**config.mk**
```make
export PLATFORM = sky130hd
export DESIGN_NAME = balance_pid_with_tilt_cutoff_flat
export DESIGN_NICKNAME = d
export VERILOG_FILES = /design/src/rtl/core/bpid_pkg.sv /design/src/rtl/core/bpid_pitch_if.sv /design/src/rtl/core/bpid_drive_if.sv /design/src/rtl/core/bpid_cfg_if.sv /design/src/rtl/core/bpid_drive.sv /design/src/rtl/core/balance_pid_with_tilt_cutoff.sv /design/src/flat_wrapper.sv
export SDC_FILE = /design/constraint.sdc
export NUM_CORES = 2
export LEC_CHECK = 0
export ABC_AREA = 1
export BUFFER_PORTS_ARGS = -buffer_cell sky130_fd_sc_hd__buf_4
export CORE_UTILIZATION = 57
export DETAILED_ROUTE_END_ITERATION = 6
export PLACE_DENSITY_LB_ADDON = 0.15
export SYNTH_ARGS = -nofsm -noshare
export SYNTH_HDL_FRONTEND = slang
export SYNTH_SLANG_ARGS = --single-unit
```
**constraint.sdc**
```tcl
create_clock -name clk -period 9.2 [get_ports clk]
set_input_delay 0.46 -clock clk [delete_from_list [all_inputs] [get_ports clk]]
set_output_delay 0.46 -clock clk [all_outputs]
set_load 0.01 [all_outputs]
```
**src/rtl/core/bpid_pkg.sv**
```systemverilog
`timescale 1ns / 1ps
// ----------------------------------------------------------------------------
// Balance PID package
// Shared types, widths and register codes for the balance PID controller.
// ----------------------------------------------------------------------------
package bpid_pkg;

  localparam int ERR_W   = 16;  // pitch error and stored state width
  localparam int GAIN_W  = 16;  // unsigned Q8.8 gain width
  localparam int LIM_W   = 15;  // limit register width
  localparam int DRIVE_W = 16;  // drive output width
  localparam int IDX_W   = 3;   // configuration index width
  localparam int DATA_W  = 16;  // configuration data width
  localparam int PROD_W  = 34;  // 17-bit signed by 17-bit signed product
  localparam int ACC_W   = 36;  // sum of three products with headroom
  localparam int SCALE_SH = 15; // drive = acc / 2^15

  // Configuration register indexes
  localparam logic [IDX_W-1:0] REG_PROP_GAIN      = 3'd0;
  localparam logic [IDX_W-1:0] REG_INTEG_GAIN     = 3'd1;
  localparam logic [IDX_W-1:0] REG_DERIV_GAIN     = 3'd2;
  localparam logic [IDX_W-1:0] REG_INTEGRAL_LIMIT = 3'd3;
  localparam logic [IDX_W-1:0] REG_TILT_LIMIT     = 3'd4;

  // Reset values of the registers
  localparam logic [GAIN_W-1:0] PROP_GAIN_RST      = 16'd2778;
  localparam logic [GAIN_W-1:0] INTEG_GAIN_RST     = 16'd256;
  localparam logic [GAIN_W-1:0] DERIV_GAIN_RST     = 16'd19712;
  localparam logic [LIM_W-1:0]  INTEGRAL_LIMIT_RST = 15'd23040;
  localparam logic [LIM_W-1:0]  TILT_LIMIT_RST     = 15'd6400;

  localparam logic signed [DRIVE_W-1:0] DRIVE_MAX = 16'sh7FFF;
  localparam logic signed [DRIVE_W-1:0] DRIVE_MIN = 16'sh8000;

  typedef struct packed {
    logic [GAIN_W-1:0] prop;
    logic [GAIN_W-1:0] integ;
    logic [GAIN_W-1:0] deriv;
  } gains_t;

  // Terms of one sample after the integral and difference update
  typedef struct packed {
    logic signed [ERR_W-1:0] err;
    logic signed [ERR_W:0]   diff;
    logic signed [ERR_W-1:0] sum;
    logic                    cut;
  } terms_t;

endpackage

```
**src/rtl/core/bpid_pitch_if.sv**
```systemverilog
`timescale 1ns / 1ps
// ----------------------------------------------------------------------------
// Pitch sample channel
// Valid/ready channel that carries one signed pitch error sample.
// ----------------------------------------------------------------------------
interface bpid_pitch_if;
  logic                             valid;
  logic                             ready;
  logic signed [bpid_pkg::ERR_W-1:0] pitch_error;

  modport source (output valid, output pitch_error, input ready);
  modport sink   (input valid, input pitch_error, output ready);
endinterface

```
**src/rtl/core/bpid_drive_if.sv**
```systemverilog
`timescale 1ns / 1ps
// ----------------------------------------------------------------------------
// Drive result channel
// Valid/ready channel that carries the motor drive and the cutoff flag.
// ----------------------------------------------------------------------------
interface bpid_drive_if;
  logic                               valid;
  logic                               ready;
  logic signed [bpid_pkg::DRIVE_W-1:0] drive;
  logic                               cut_off;

  modport source (output valid, output drive, output cut_off, input ready);
  modport sink   (input valid, input drive, input cut_off, output ready);
endinterface

```
**src/rtl/core/bpid_cfg_if.sv**
```systemverilog
`timescale 1ns / 1ps
// ----------------------------------------------------------------------------
// Configuration write channel
// Valid/ready channel that carries a register index and write data.
// ----------------------------------------------------------------------------
interface bpid_cfg_if;
  logic                          valid;
  logic                          ready;
  logic [bpid_pkg::IDX_W-1:0]    index;
  logic [bpid_pkg::DATA_W-1:0]   data;

  modport source (output valid, output index, output data, input ready);
  modport sink   (input valid, input index, input data, output ready);
endinterface

```
**src/rtl/core/bpid_drive.sv**
```systemverilog
`timescale 1ns / 1ps
// ----------------------------------------------------------------------------
// Balance PID drive datapath
// Single registered pass: gain products, sum, scale, saturate and output.
// ----------------------------------------------------------------------------
module bpid_drive (
  input  logic                 clk,
  input  logic                 rst,
  input  logic                 in_valid,
  output logic                 in_ready,
  input  bpid_pkg::terms_t     terms,
  input  bpid_pkg::gains_t     gains,
  bpid_drive_if.source         result
);

  // Gain products
  logic signed [bpid_pkg::PROD_W-1:0]   p_prop;
  logic signed [bpid_pkg::PROD_W-1:0]   p_integ;
  logic signed [bpid_pkg::PROD_W-1:0]   p_deriv;

  // Output stage
  logic                                 out_valid;
  logic signed [bpid_pkg::DRIVE_W-1:0]  out_drive;
  logic                                 out_cut;

  logic                                 out_load;

  logic signed [bpid_pkg::ACC_W-1:0]    acc;
  logic signed [bpid_pkg::ACC_W-1:0]    acc_biased;
  logic signed [bpid_pkg::ACC_W-bpid_pkg::SCALE_SH-1:0] quot;
  logic signed [bpid_pkg::DRIVE_W-1:0]  drive_next;

  assign out_load = !out_valid || result.ready;
  assign in_ready = out_load;

  // Products, sum, truncate toward zero by biasing negatives, saturate; cut forces zero
  always_comb begin
    p_prop  = $signed({1'b0, gains.prop})
            * $signed({terms.err[bpid_pkg::ERR_W-1], terms.err});
    p_integ = $signed({1'b0, gains.integ})
            * $signed({terms.sum[bpid_pkg::ERR_W-1], terms.sum});
    p_deriv = $signed({1'b0, gains.deriv}) * terms.diff;
    acc = {{2{p_prop[bpid_pkg::PROD_W-1]}}, p_prop}
        + {{2{p_integ[bpid_pkg::PROD_W-1]}}, p_integ}
        + {{2{p_deriv[bpid_pkg::PROD_W-1]}}, p_deriv};
    acc_biased = acc;
    if (acc[bpid_pkg::ACC_W-1]) begin
      acc_biased = acc + bpid_pkg::ACC_W'((1 << bpid_pkg::SCALE_SH) - 1);
    end
    quot = acc_biased[bpid_pkg::ACC_W-1:bpid_pkg::SCALE_SH];
    if (quot > (bpid_pkg::ACC_W-bpid_pkg::SCALE_SH)'(bpid_pkg::DRIVE_MAX)) begin
      drive_next = bpid_pkg::DRIVE_MAX;
    end else if (quot < (bpid_pkg::ACC_W-bpid_pkg::SCALE_SH)'(bpid_pkg::DRIVE_MIN)) begin
      drive_next = bpid_pkg::DRIVE_MIN;
    end else begin
      drive_next = quot[bpid_pkg::DRIVE_W-1:0];
    end
    if (terms.cut) begin
      drive_next = '0;
    end
  end

  always_ff @(posedge clk) begin
    if (rst) begin
      out_valid <= 1'b0;
    end else if (out_load) begin
      out_valid <= in_valid;
    end
  end

  always_ff @(posedge clk) begin
    if (out_load && in_valid) begin
      out_drive <= drive_next;
      out_cut   <= terms.cut;
    end
  end

  assign result.valid   = out_valid;
  assign result.drive   = out_drive;
  assign result.cut_off = out_cut;

endmodule

```
**src/rtl/core/balance_pid_with_tilt_cutoff.sv**
```systemverilog
`timescale 1ns / 1ps
// ----------------------------------------------------------------------------
// Balance PID with tilt cutoff
// PID controller with clamped integral and a drive cutoff beyond a tilt limit.
// ----------------------------------------------------------------------------
// One pitch error sample (signed, 1/128 degree) enters per clock while the
// output is not stalled, and one result leaves per sample, passing through
// the stage one register and then the result register. The input stage
// updates the clamped error sum and the last error right at acceptance, so a
// sample that follows in the next cycle already sees them. The second stage
// forms the three gain products (17x17 bits each), sums them, divides by
// 32768 truncating toward zero, saturates to 16 bits and forces the drive to
// zero with cut_off set when |pitch_error| >= tilt_limit, all in one pass
// into the result register. The error sum and last error update on every
// sample, cut off or not. Each stage stalls only when the stage behind it is
// full and stalled, so stage one can still take a sample while a finished
// result waits. Write the registers (prop_gain, integ_gain, deriv_gain,
// integral_limit, tilt_limit) only while the pipeline is empty; writes to
// indexes beyond the list are dropped.
// ----------------------------------------------------------------------------
module balance_pid_with_tilt_cutoff (
  input  logic          clk,
  input  logic          rst,
  bpid_cfg_if.sink      cfg,
  bpid_pitch_if.sink    pitch,
  bpid_drive_if.source  result
);

  // Configuration registers
  bpid_pkg::gains_t                 gains;
  logic [bpid_pkg::LIM_W-1:0]       integral_limit;
  logic [bpid_pkg::LIM_W-1:0]       tilt_limit;

  // Controller state
  logic signed [bpid_pkg::ERR_W-1:0] error_sum;
  logic signed [bpid_pkg::ERR_W-1:0] prev_error;

  // Stage one register
  logic                              s1_valid;
  bpid_pkg::terms_t                  s1_terms;
  logic                              s1_ready;

  // Stage one logic
  logic signed [bpid_pkg::ERR_W:0]   err_ext;
  logic signed [bpid_pkg::ERR_W:0]   sum_raw;
  logic signed [bpid_pkg::ERR_W:0]   lim_pos;
  logic signed [bpid_pkg::ERR_W:0]   lim_neg;
  logic signed [bpid_pkg::ERR_W:0]   sum_next;
  logic        [bpid_pkg::ERR_W:0]   err_mag;
  bpid_pkg::terms_t                  terms_next;
  logic                              take;

  // The configuration port never stalls
  assign cfg.ready = 1'b1;

  always_ff @(posedge clk) begin
    if (rst) begin
      gains.prop     <= bpid_pkg::PROP_GAIN_RST;
      gains.integ    <= bpid_pkg::INTEG_GAIN_RST;
      gains.deriv    <= bpid_pkg::DERIV_GAIN_RST;
      integral_limit <= bpid_pkg::INTEGRAL_LIMIT_RST;
      tilt_limit     <= bpid_pkg::TILT_LIMIT_RST;
    end else if (cfg.valid) begin
      unique case (cfg.index)
        bpid_pkg::REG_PROP_GAIN:      gains.prop     <= cfg.data;
        bpid_pkg::REG_INTEG_GAIN:     gains.integ    <= cfg.data;
        bpid_pkg::REG_DERIV_GAIN:     gains.deriv    <= cfg.data;
        bpid_pkg::REG_INTEGRAL_LIMIT: integral_limit <= cfg.data[bpid_pkg::LIM_W-1:0];
        bpid_pkg::REG_TILT_LIMIT:     tilt_limit     <= cfg.data[bpid_pkg::LIM_W-1:0];
        default: ;  // drop writes beyond the register list
      endcase
    end
  end

  // Accept a sample whenever stage one is empty or moves on this cycle
  assign pitch.ready = !s1_valid || s1_ready;
  assign take        = pitch.valid && pitch.ready;

  always_comb begin
    err_ext  = {pitch.pitch_error[bpid_pkg::ERR_W-1], pitch.pitch_error};
    sum_raw  = {error_sum[bpid_pkg::ERR_W-1], error_sum} + err_ext;
    lim_pos  = {2'b00, integral_limit};
    lim_neg  = -lim_pos;
    // Clamp the running sum to plus or minus the integral limit
    if (sum_raw > lim_pos) begin
      sum_next = lim_pos;
    end else if (sum_raw < lim_neg) begin
      sum_next = lim_neg;
    end else begin
      sum_next = sum_raw;
    end
    // Magnitude fits 17 bits even for the most negative sample
    err_mag = err_ext[bpid_pkg::ERR_W] ? unsigned'(-err_ext) : unsigned'(err_ext);
    terms_next.err  = pitch.pitch_error;
    terms_next.diff = err_ext - {prev_error[bpid_pkg::ERR_W-1], prev_error};
    terms_next.sum  = sum_next[bpid_pkg::ERR_W-1:0];
    terms_next.cut  = err_mag >= {2'b00, tilt_limit};
  end

  // Advance the state on every transfer, cutoff or not
  always_ff @(posedge clk) begin
    if (rst) begin
      error_sum  <= '0;
      prev_error <= '0;
    end else if (take) begin
      error_sum  <= terms_next.sum;
      prev_error <= pitch.pitch_error;
    end
  end

  always_ff @(posedge clk) begin
    if (rst) begin
      s1_valid <= 1'b0;
    end else if (pitch.ready) begin
      s1_valid <= pitch.valid;
    end
  end

  always_ff @(posedge clk) begin
    if (take) begin
      s1_terms <= terms_next;
    end
  end

  // Products, scaling, saturation and the output register
  bpid_drive u_drive (
    .clk      (clk),
    .rst      (rst),
    .in_valid (s1_valid),
    .in_ready (s1_ready),
    .terms    (s1_terms),
    .gains    (gains),
    .result   (result)
  );

  // A cut-off result always carries zero drive
  a_cut_zero: assert property (@(posedge clk) disable iff (rst)
    result.valid && result.cut_off |-> result.drive == '0)
    else $error("cut-off result with nonzero drive");

  // State is clear right after reset
  a_state_reset: assert property (@(posedge clk)
    $past(rst) |-> error_sum == '0 && prev_error == '0)
    else $error("controller state not cleared by reset");

  // The last error tracks the most recently accepted sample
  a_prev_track: assert property (@(posedge clk) disable iff (rst)
    take |=> prev_error == $past(pitch.pitch_error))
    else $error("last error does not follow accepted sample");

  // A stalled stage-one item stays put
  a_s1_hold: assert property (@(posedge clk) disable iff (rst)
    s1_valid && !s1_ready |=> s1_valid && $stable(s1_terms))
    else $error("stage one item lost while stalled");

endmodule

```
**src/flat_wrapper.sv**
```systemverilog
// flat-port wrapper written by rule: the top's interface ports become plain ports
module balance_pid_with_tilt_cutoff_flat 
  (clk, rst, cfg_valid, cfg_index, cfg_data, cfg_ready, pitch_valid, pitch_pitch_error, pitch_ready, result_valid, result_drive, result_cut_off, result_ready);
  bpid_cfg_if cfg_i ();
  bpid_pitch_if pitch_i ();
  bpid_drive_if result_i ();
  input  logic clk;
  input  logic rst;
  input wire logic [$bits(cfg_i.valid)-1:0] cfg_valid;
  input wire logic [$bits(cfg_i.index)-1:0] cfg_index;
  input wire logic [$bits(cfg_i.data)-1:0] cfg_data;
  output wire logic [$bits(cfg_i.ready)-1:0] cfg_ready;
  input wire logic [$bits(pitch_i.valid)-1:0] pitch_valid;
  input wire logic [$bits(pitch_i.pitch_error)-1:0] pitch_pitch_error;
  output wire logic [$bits(pitch_i.ready)-1:0] pitch_ready;
  output wire logic [$bits(result_i.valid)-1:0] result_valid;
  output wire logic [$bits(result_i.drive)-1:0] result_drive;
  output wire logic [$bits(result_i.cut_off)-1:0] result_cut_off;
  input wire logic [$bits(result_i.ready)-1:0] result_ready;
  assign cfg_i.valid = cfg_valid;
  assign cfg_i.index = cfg_index;
  assign cfg_i.data = cfg_data;
  assign cfg_ready = cfg_i.ready;
  assign pitch_i.valid = pitch_valid;
  assign pitch_i.pitch_error = pitch_pitch_error;
  assign pitch_ready = pitch_i.ready;
  assign result_valid = result_i.valid;
  assign result_drive = result_i.drive;
  assign result_cut_off = result_i.cut_off;
  assign result_i.ready = result_ready;
  balance_pid_with_tilt_cutoff u_core (.clk(clk), .rst(rst), .cfg(cfg_i), .pitch(pitch_i), .result(result_i));
endmodule
```
# [Word-level counts from Yosys, hierarchy flattened]
# Cells that the tools add are included.
[totals] regBits=179 output_inout_bits=20 wordCells=54
[op_classes] addsub=7 n_mul=3 n_lt_le_gt_ge=5 n_eq_ne=4 n_mux=6 n_reduce_logical=13
[ops] operator="multiplier 17 x 16 -> 33 bit" n=2
[ops] operator="two-way mux 16 bit" n=3
[ops] operator="adder 35 x 16 -> 36 bit (second input constant)" n=1
[ops] operator="two-way mux 36 bit" n=1
[ops] operator="adder 34 x 34 -> 35 bit" n=1
[ops] operator="adder 33 x 33 -> 34 bit" n=1
[ops] operator="multiplier 17 x 17 -> 34 bit" n=1
[ops] operator="> comparator 21 x 16 -> 1 bit (second input constant)" n=1
[ops] operator="less-than comparator 21 x 16 -> 1 bit (second input constant)" n=1
[ops] operator="adder 16 x 16 -> 17 bit" n=1
[ops] operator=">= comparator 17 x 15 -> 1 bit" n=1
[ops] operator="> comparator 17 x 16 -> 1 bit" n=1
[ops] operator="less-than comparator 17 bit" n=1
[ops] operator="two-way mux 17 bit" n=1
[ops] operator="negator 15 -> 17 bit" n=1
[ops] operator="negator 16 -> 17 bit" n=1
[ops] operator="subtractor 16 x 16 -> 17 bit" n=1
[ops] operator="two-way mux 15 bit" n=1
[ops] operator="AND reduction 2 bit" n=5
[ops] operator="equality test 3 x 2 -> 1 bit (second input constant)" n=2
[ops] operator="equality test 3 x 1 -> 1 bit (second input constant)" n=1
[ops] operator="equality test 3 bit (second input constant)" n=1
[ops] operator="logical NOT 3 bit" n=1
[ops] operator="logical AND 1 bit" n=2
[ops] operator="3 further kinds" n=5

# [Depth between registers and ports, before layout]
[logic_depth] ltp_word=8 mapped_depth=45 depth_no_buf=42

# [By module]
# From an unflattened synthesis, not the netlist that was laid out.
[unflattened] hier_cells=5061 area_unflattened_um2=39374.0
[by_module_without_submodules] mod="bpid_drive" n_inst=1 cells_each=3952 area_per_inst_um2=30448.0 seq_area_each_um2=530.5
[by_module_without_submodules] mod="balance_pid_with_tilt_cutoff" n_inst=1 cells_each=1109 area_per_inst_um2=8926.1 seq_area_each_um2=3723.6

# [Worst setup path after synthesis]
# OpenSTA, ideal clock, no wires.
[synth_path] path_kind="register -> register" start="register u_core.s1_terms[35] (netlist bit)" end="register u_core.u_drive.out_drive (netlist bit u_core.u_drive.result.drive[10]), data pin" setup_time_ns=0.274 arrival_ns=7.859 path_slack_ns=1.067 path_stages_with_launch=40 path_buffers=3 synth_period_minus_slack_ns=8.133 path_cell_list="edfxtp_1 -> clkbuf_1 -> clkbuf_1 -> nand2_1 -> fa_1 -> inv_1 -> fa_1 -> inv_1 -> fa_1 -> inv_1 -> fa_1 -> inv_1 -> fa_1 -> inv_1 -> fa_1 -> fa_1 -> fa_1 -> inv_1 -> [4 not listed] -> inv_1 -> nand2_1 -> nand2_1 -> a21oi_1 -> nand2_2 -> a21oi_1 -> nand2_1 -> nand2_4 -> nand3_2 -> nor2_2 -> nand3_1 -> nand2_1 -> inv_2 -> nor2_1 -> nand3_1 -> nand2_1 -> buf_6 -> a21oi_2"
[synth_between] elab_chain_cells=8 word_cells_on_any_way=9
[synth_rtl] element="start, declared" line="balance_pid_with_tilt_cutoff.sv:40" source="bpid_pkg::terms_t s1_terms;"
[synth_rtl] element="start signal, assigned" line="balance_pid_with_tilt_cutoff.sv:121" source="s1_terms <= terms_next;"
[synth_rtl] element="multiplier 17 x 16 -> 33 bit *" line="bpid_drive.sv:39" source="* $signed({terms.err[bpid_pkg::ERR_W-1], terms.err});"
[synth_rtl] element="adder 33 x 33 -> 34 bit *" line="bpid_drive.sv:44" source="+ {{2{p_integ[bpid_pkg::PROD_W-1]}}, p_integ}"
[synth_rtl] element="adder 34 x 34 -> 35 bit *" line="bpid_drive.sv:45" source="+ {{2{p_deriv[bpid_pkg::PROD_W-1]}}, p_deriv};"
[synth_rtl] element="adder 35 x 16 -> 36 bit" line="bpid_drive.sv:48" source="acc_biased = acc + bpid_pkg::ACC_W'((1 << bpid_pkg::SCALE_SH) - 1);"
[synth_rtl] element="two-way mux 36 bit *" line="bpid_drive.sv:47" source="if (acc[bpid_pkg::ACC_W-1]) begin"
[synth_rtl] element="less-than comparator 21 x 16 -> 1 bit" line="bpid_drive.sv:53" source="end else if (quot < (bpid_pkg::ACC_W-bpid_pkg::SCALE_SH)'(bpid_pkg::DRIVE_MIN)) begin"
[synth_rtl] element="two-way mux 16 bit" line="bpid_drive.sv:53"
[synth_rtl] element="two-way mux 15 bit *" line="bpid_drive.sv:51" source="if (quot > (bpid_pkg::ACC_W-bpid_pkg::SCALE_SH)'(bpid_pkg::DRIVE_MAX)) begin"
[synth_rtl] element="end signal, assigned" line="bpid_drive.sv:73" source="out_drive <= drive_next;"
[synth_rtl] element="end, declared" line="bpid_drive.sv:23" source="logic signed [bpid_pkg::DRIVE_W-1:0] out_drive;"
# Every way passes the cells marked *; elsewhere a longest branch is shown, timed or not.
# A chain may end at the register's enable or synchronous reset.

# [Worst setup path after layout]
[layout_path] start="register u_core.s1_terms[27] (netlist bit)" end="register u_core.u_drive.out_drive (netlist bit u_core.u_drive.result.drive[14]), data pin"
[layout_between] elab_chain_cells=7 word_cells_on_any_way=8
[layout_rtl] element="multiplier 17 x 17 -> 34 bit *" line="bpid_drive.sv:42" source="p_deriv = $signed({1'b0, gains.deriv}) * terms.diff;"
[layout_rtl] element="adder 34 x 34 -> 35 bit *" line="bpid_drive.sv:45"
[layout_rtl] element="adder 35 x 16 -> 36 bit" line="bpid_drive.sv:48"
[layout_rtl] element="two-way mux 36 bit *" line="bpid_drive.sv:47"
[layout_rtl] element="less-than comparator 21 x 16 -> 1 bit" line="bpid_drive.sv:53"
[layout_rtl] element="two-way mux 16 bit" line="bpid_drive.sv:53"
[layout_rtl] element="two-way mux 15 bit *" line="bpid_drive.sv:51"
# Marks and branches as above.

==> run summary <==
status - finished clean
Num Clock Sinks - 179
H-tree level count - 4
Final Hold Vio Count - 0
final period utilization - 0.9555
Reg clk slew, reported paths - 0.10 ns
dpl hpwl - 97320 microns
Root Driver - clkbuf_16
top cell types by occurrence after synthesis - inv_1 (1514), nand2_1 (1168), fa_1 (725), ha_1 (388), nor2_1 (230)
# hold bufs at CTS - 0
CTS Buf Count - 17
post-synth top area cell - fa_1
DR pass1 iterations - 7
Die Y - 264.7 microns
Least-Margin Pin Slew - 1.043 ns
CORE AREA - 0.06775 sq mm
crit-path most repeated cell - fa_1
r2r startpoint - u_core.s1_terms[27]$_DFFE_PP_
Min-Delay Path Depth - 4
Setup Viol. Count Final - 0
Clock Latency Late Sink - 0.50 ns
arrival time at the worst endpoint - 9.01 ns
Synth top area share - 0.3690
Post-synth EDFFs - 67
I/O pins - 60
Worst slew margin - 0.3048
grt total ovfl - 0
GRT Overall Usage - 0.3445
Setup WS pre-CTS - 0.2679 ns
most common flop cell mapped by yosys - dfxtp_1
first-pass GRT wire length - 180900 microns
Yosys cell types - 52
Req. time, crit path - 9.41 ns
Crit Path Max Fanout - 8
die area - 0.07006 sq mm
Worst setup SP type - flip-flop
synthesis-to-finish area growth - 6.124%
CTS Buffer Depth - 2
post-synthesis sequential area ratio - 0.1082
cell with the most instances after synthesis - inv_1
WHS Endpoint - u_core.u_drive.result.valid$_SDFFE_PP0P_
layout cells sized above 1 - 0.07284
Max Cap Viol - 0
class of the most critical setup path - flip-flop to flip-flop
critical path launch point - u_core.s1_terms[27]$_DFFE_PP_
Worst Reg-to-Reg Cells - 32
share of flip-flops with an asynchronous set or reset - 0
DR vias/cell - 5.249
R2R Path End - u_core.u_drive.result.drive[14]$_SDFFCE_PP0P_
WL/cell - 19.39 microns
via count - 31180
Max Clock Skew - 0.02974 ns
DRT Wirelength - 115200 microns
Synth Instances - 5074
vias in the first global route - 31910
Pins Over Slew Limit - 0
Initial Utilization - 0.5805
Crit. End Element - flip-flop
fin nets - 6206
Final ANT Viol Nets - 0
antenna violations before repair - 3
FF+latch count, synth - 179
largest net degree at the start of global routing - 64
max incr delay on CP - 0.72 ns
Syn Nets - 6227
Fin Setup TNS - 0 ns
setup ws final - 0.4093 ns
Hold WS - 0.2393 ns
CTS tree - done
die width - 264.7 microns
drt drc - 0
Hold WC Path Type - input pin to flip-flop
syn_area_per_cell - 7.751 sq um
initial drt markers - 2707
Final min period - 8.791 ns
PortBufs - 58
slowest stage cell, crit path - fa_1
GP Congestion - 0.9658
reg-to-reg setup timing slack - 0.41 ns
hold_sp - result_ready
Site Rows - 95
Mapped Area - 0.03933 sq mm
yosys warns - 0
top cells by area, synth - fa_1 (37%), inv_1 (14%), ha_1 (12%)
FMAX - 113.8 MHz
[what timing repair did]
action | 4_1_cts | 5_1_grt
setup endpoints to repair | 0 | 15
buffers inserted | 0 | 58
gates resized for setup | 0 | 18
[critical path: cells and delay by family (launching register included)]
kind | cells | cell delay (ns)
compound gates | 3 | 0.46
xor+xnor | 1 | 0.18
fa+ha+maj | 10 | 5.17
buf+inv | 7 | 0.65
flops | 1 | 0.52
simple gates | 11 | 1.52
[sequential cells by signal (all words and copies together), names as in the netlist]
register,cells
u_core.u_drive.result.drive,16
u_core.u_drive.result.valid,1
u_core.error_sum,16
u_core.tilt_limit,15
u_core.s1_valid,1
u_core.gains,48
u_core.s1_terms,50
u_core.integral_limit,15
u_core.u_drive.result.cut_off,1
u_core.prev_error,16
[worst max-delay path by stage]
stage	end	slack, ns	cells past startpoint
after CTS	u_core.u_drive.result.drive[0]$_SDFFCE_PP0P_	0.26	35
after global routing	u_core.u_drive.result.drive[1]$_SDFFCE_PP0P_	-0.001	39
final	u_core.u_drive.result.drive[14]$_SDFFCE_PP0P_	0.41	32
after floorplan	u_core.u_drive.result.drive[10]$_SDFFCE_PP0P_	1.07	39
after detailed placement	u_core.u_drive.result.drive[0]$_SDFFCE_PP0P_	0.27	35
after global placement	u_core.u_drive.result.drive[0]$_SDFFCE_PP0P_	0.35	37
[cells in the final DEF (no fill, tap or decap), drive strengths merged, types with 5 or more instances in the layout]
cell       n
nor3      26
a21boi     5
or2       16
buf      189
clkinv    11
nand3b     5
fa       725
nand4     20
xor2      50
nand3    101
ha       388
o21ai    134
dfxtp    112
clkbuf    19
o211ai    12
o21bai     6
a21oi    136
inv     1543
nand2   1212
xnor2     16
edfxtp    67
nor2     251
[logic make-up after synthesis]
kind of cell    share of synthesized area
compound gates                    0.04257
xor+xnor                          0.01470
fa+ha+maj                          0.4925
buf+inv                            0.1701
flops                              0.1082
other cells                    0.00009535
simple gates                       0.1719
[area by class of cell]
cell class	count	area, sq um
antenna	1	2.502
clock buffer	18	450.4
clock inverter	14	157.7
fill	6187	26010
inverter	1541	5788
multi-input combinational	3124	28400
sequential	179	4274
tap	873	1092
timing repair buffer	190	1574
[metal layers]
metal / vias up / wire length, microns / share of wire / GRT usage
met5: - / 0 / 0 / 0
met4: 0 / 4817 / 0.042 / 0.1386
met3: 207 / 9165 / 0.080 / 0.05499
met2: 1151 / 54890 / 0.48 / 0.5772
met1: 15380 / 46330 / 0.40 / 0.4471
li1: 14440 / - / - / -
[per-stage QoR]
step	cells	util	instance area (sq um)
6_report	5940	0.6160	41740
5_1_grt	5939	0.6160	41740
4_1_cts	5881	0.6074	41150
3_5_place_dp	5849	0.5984	40540
3_3_place_gp	5849	0.5984	40540
2_1_floorplan	5074	-	39330
Power is left out: the tool's default activity adds up to more than one toggle a clock period on the data nets, which glitch-free logic cannot reach.
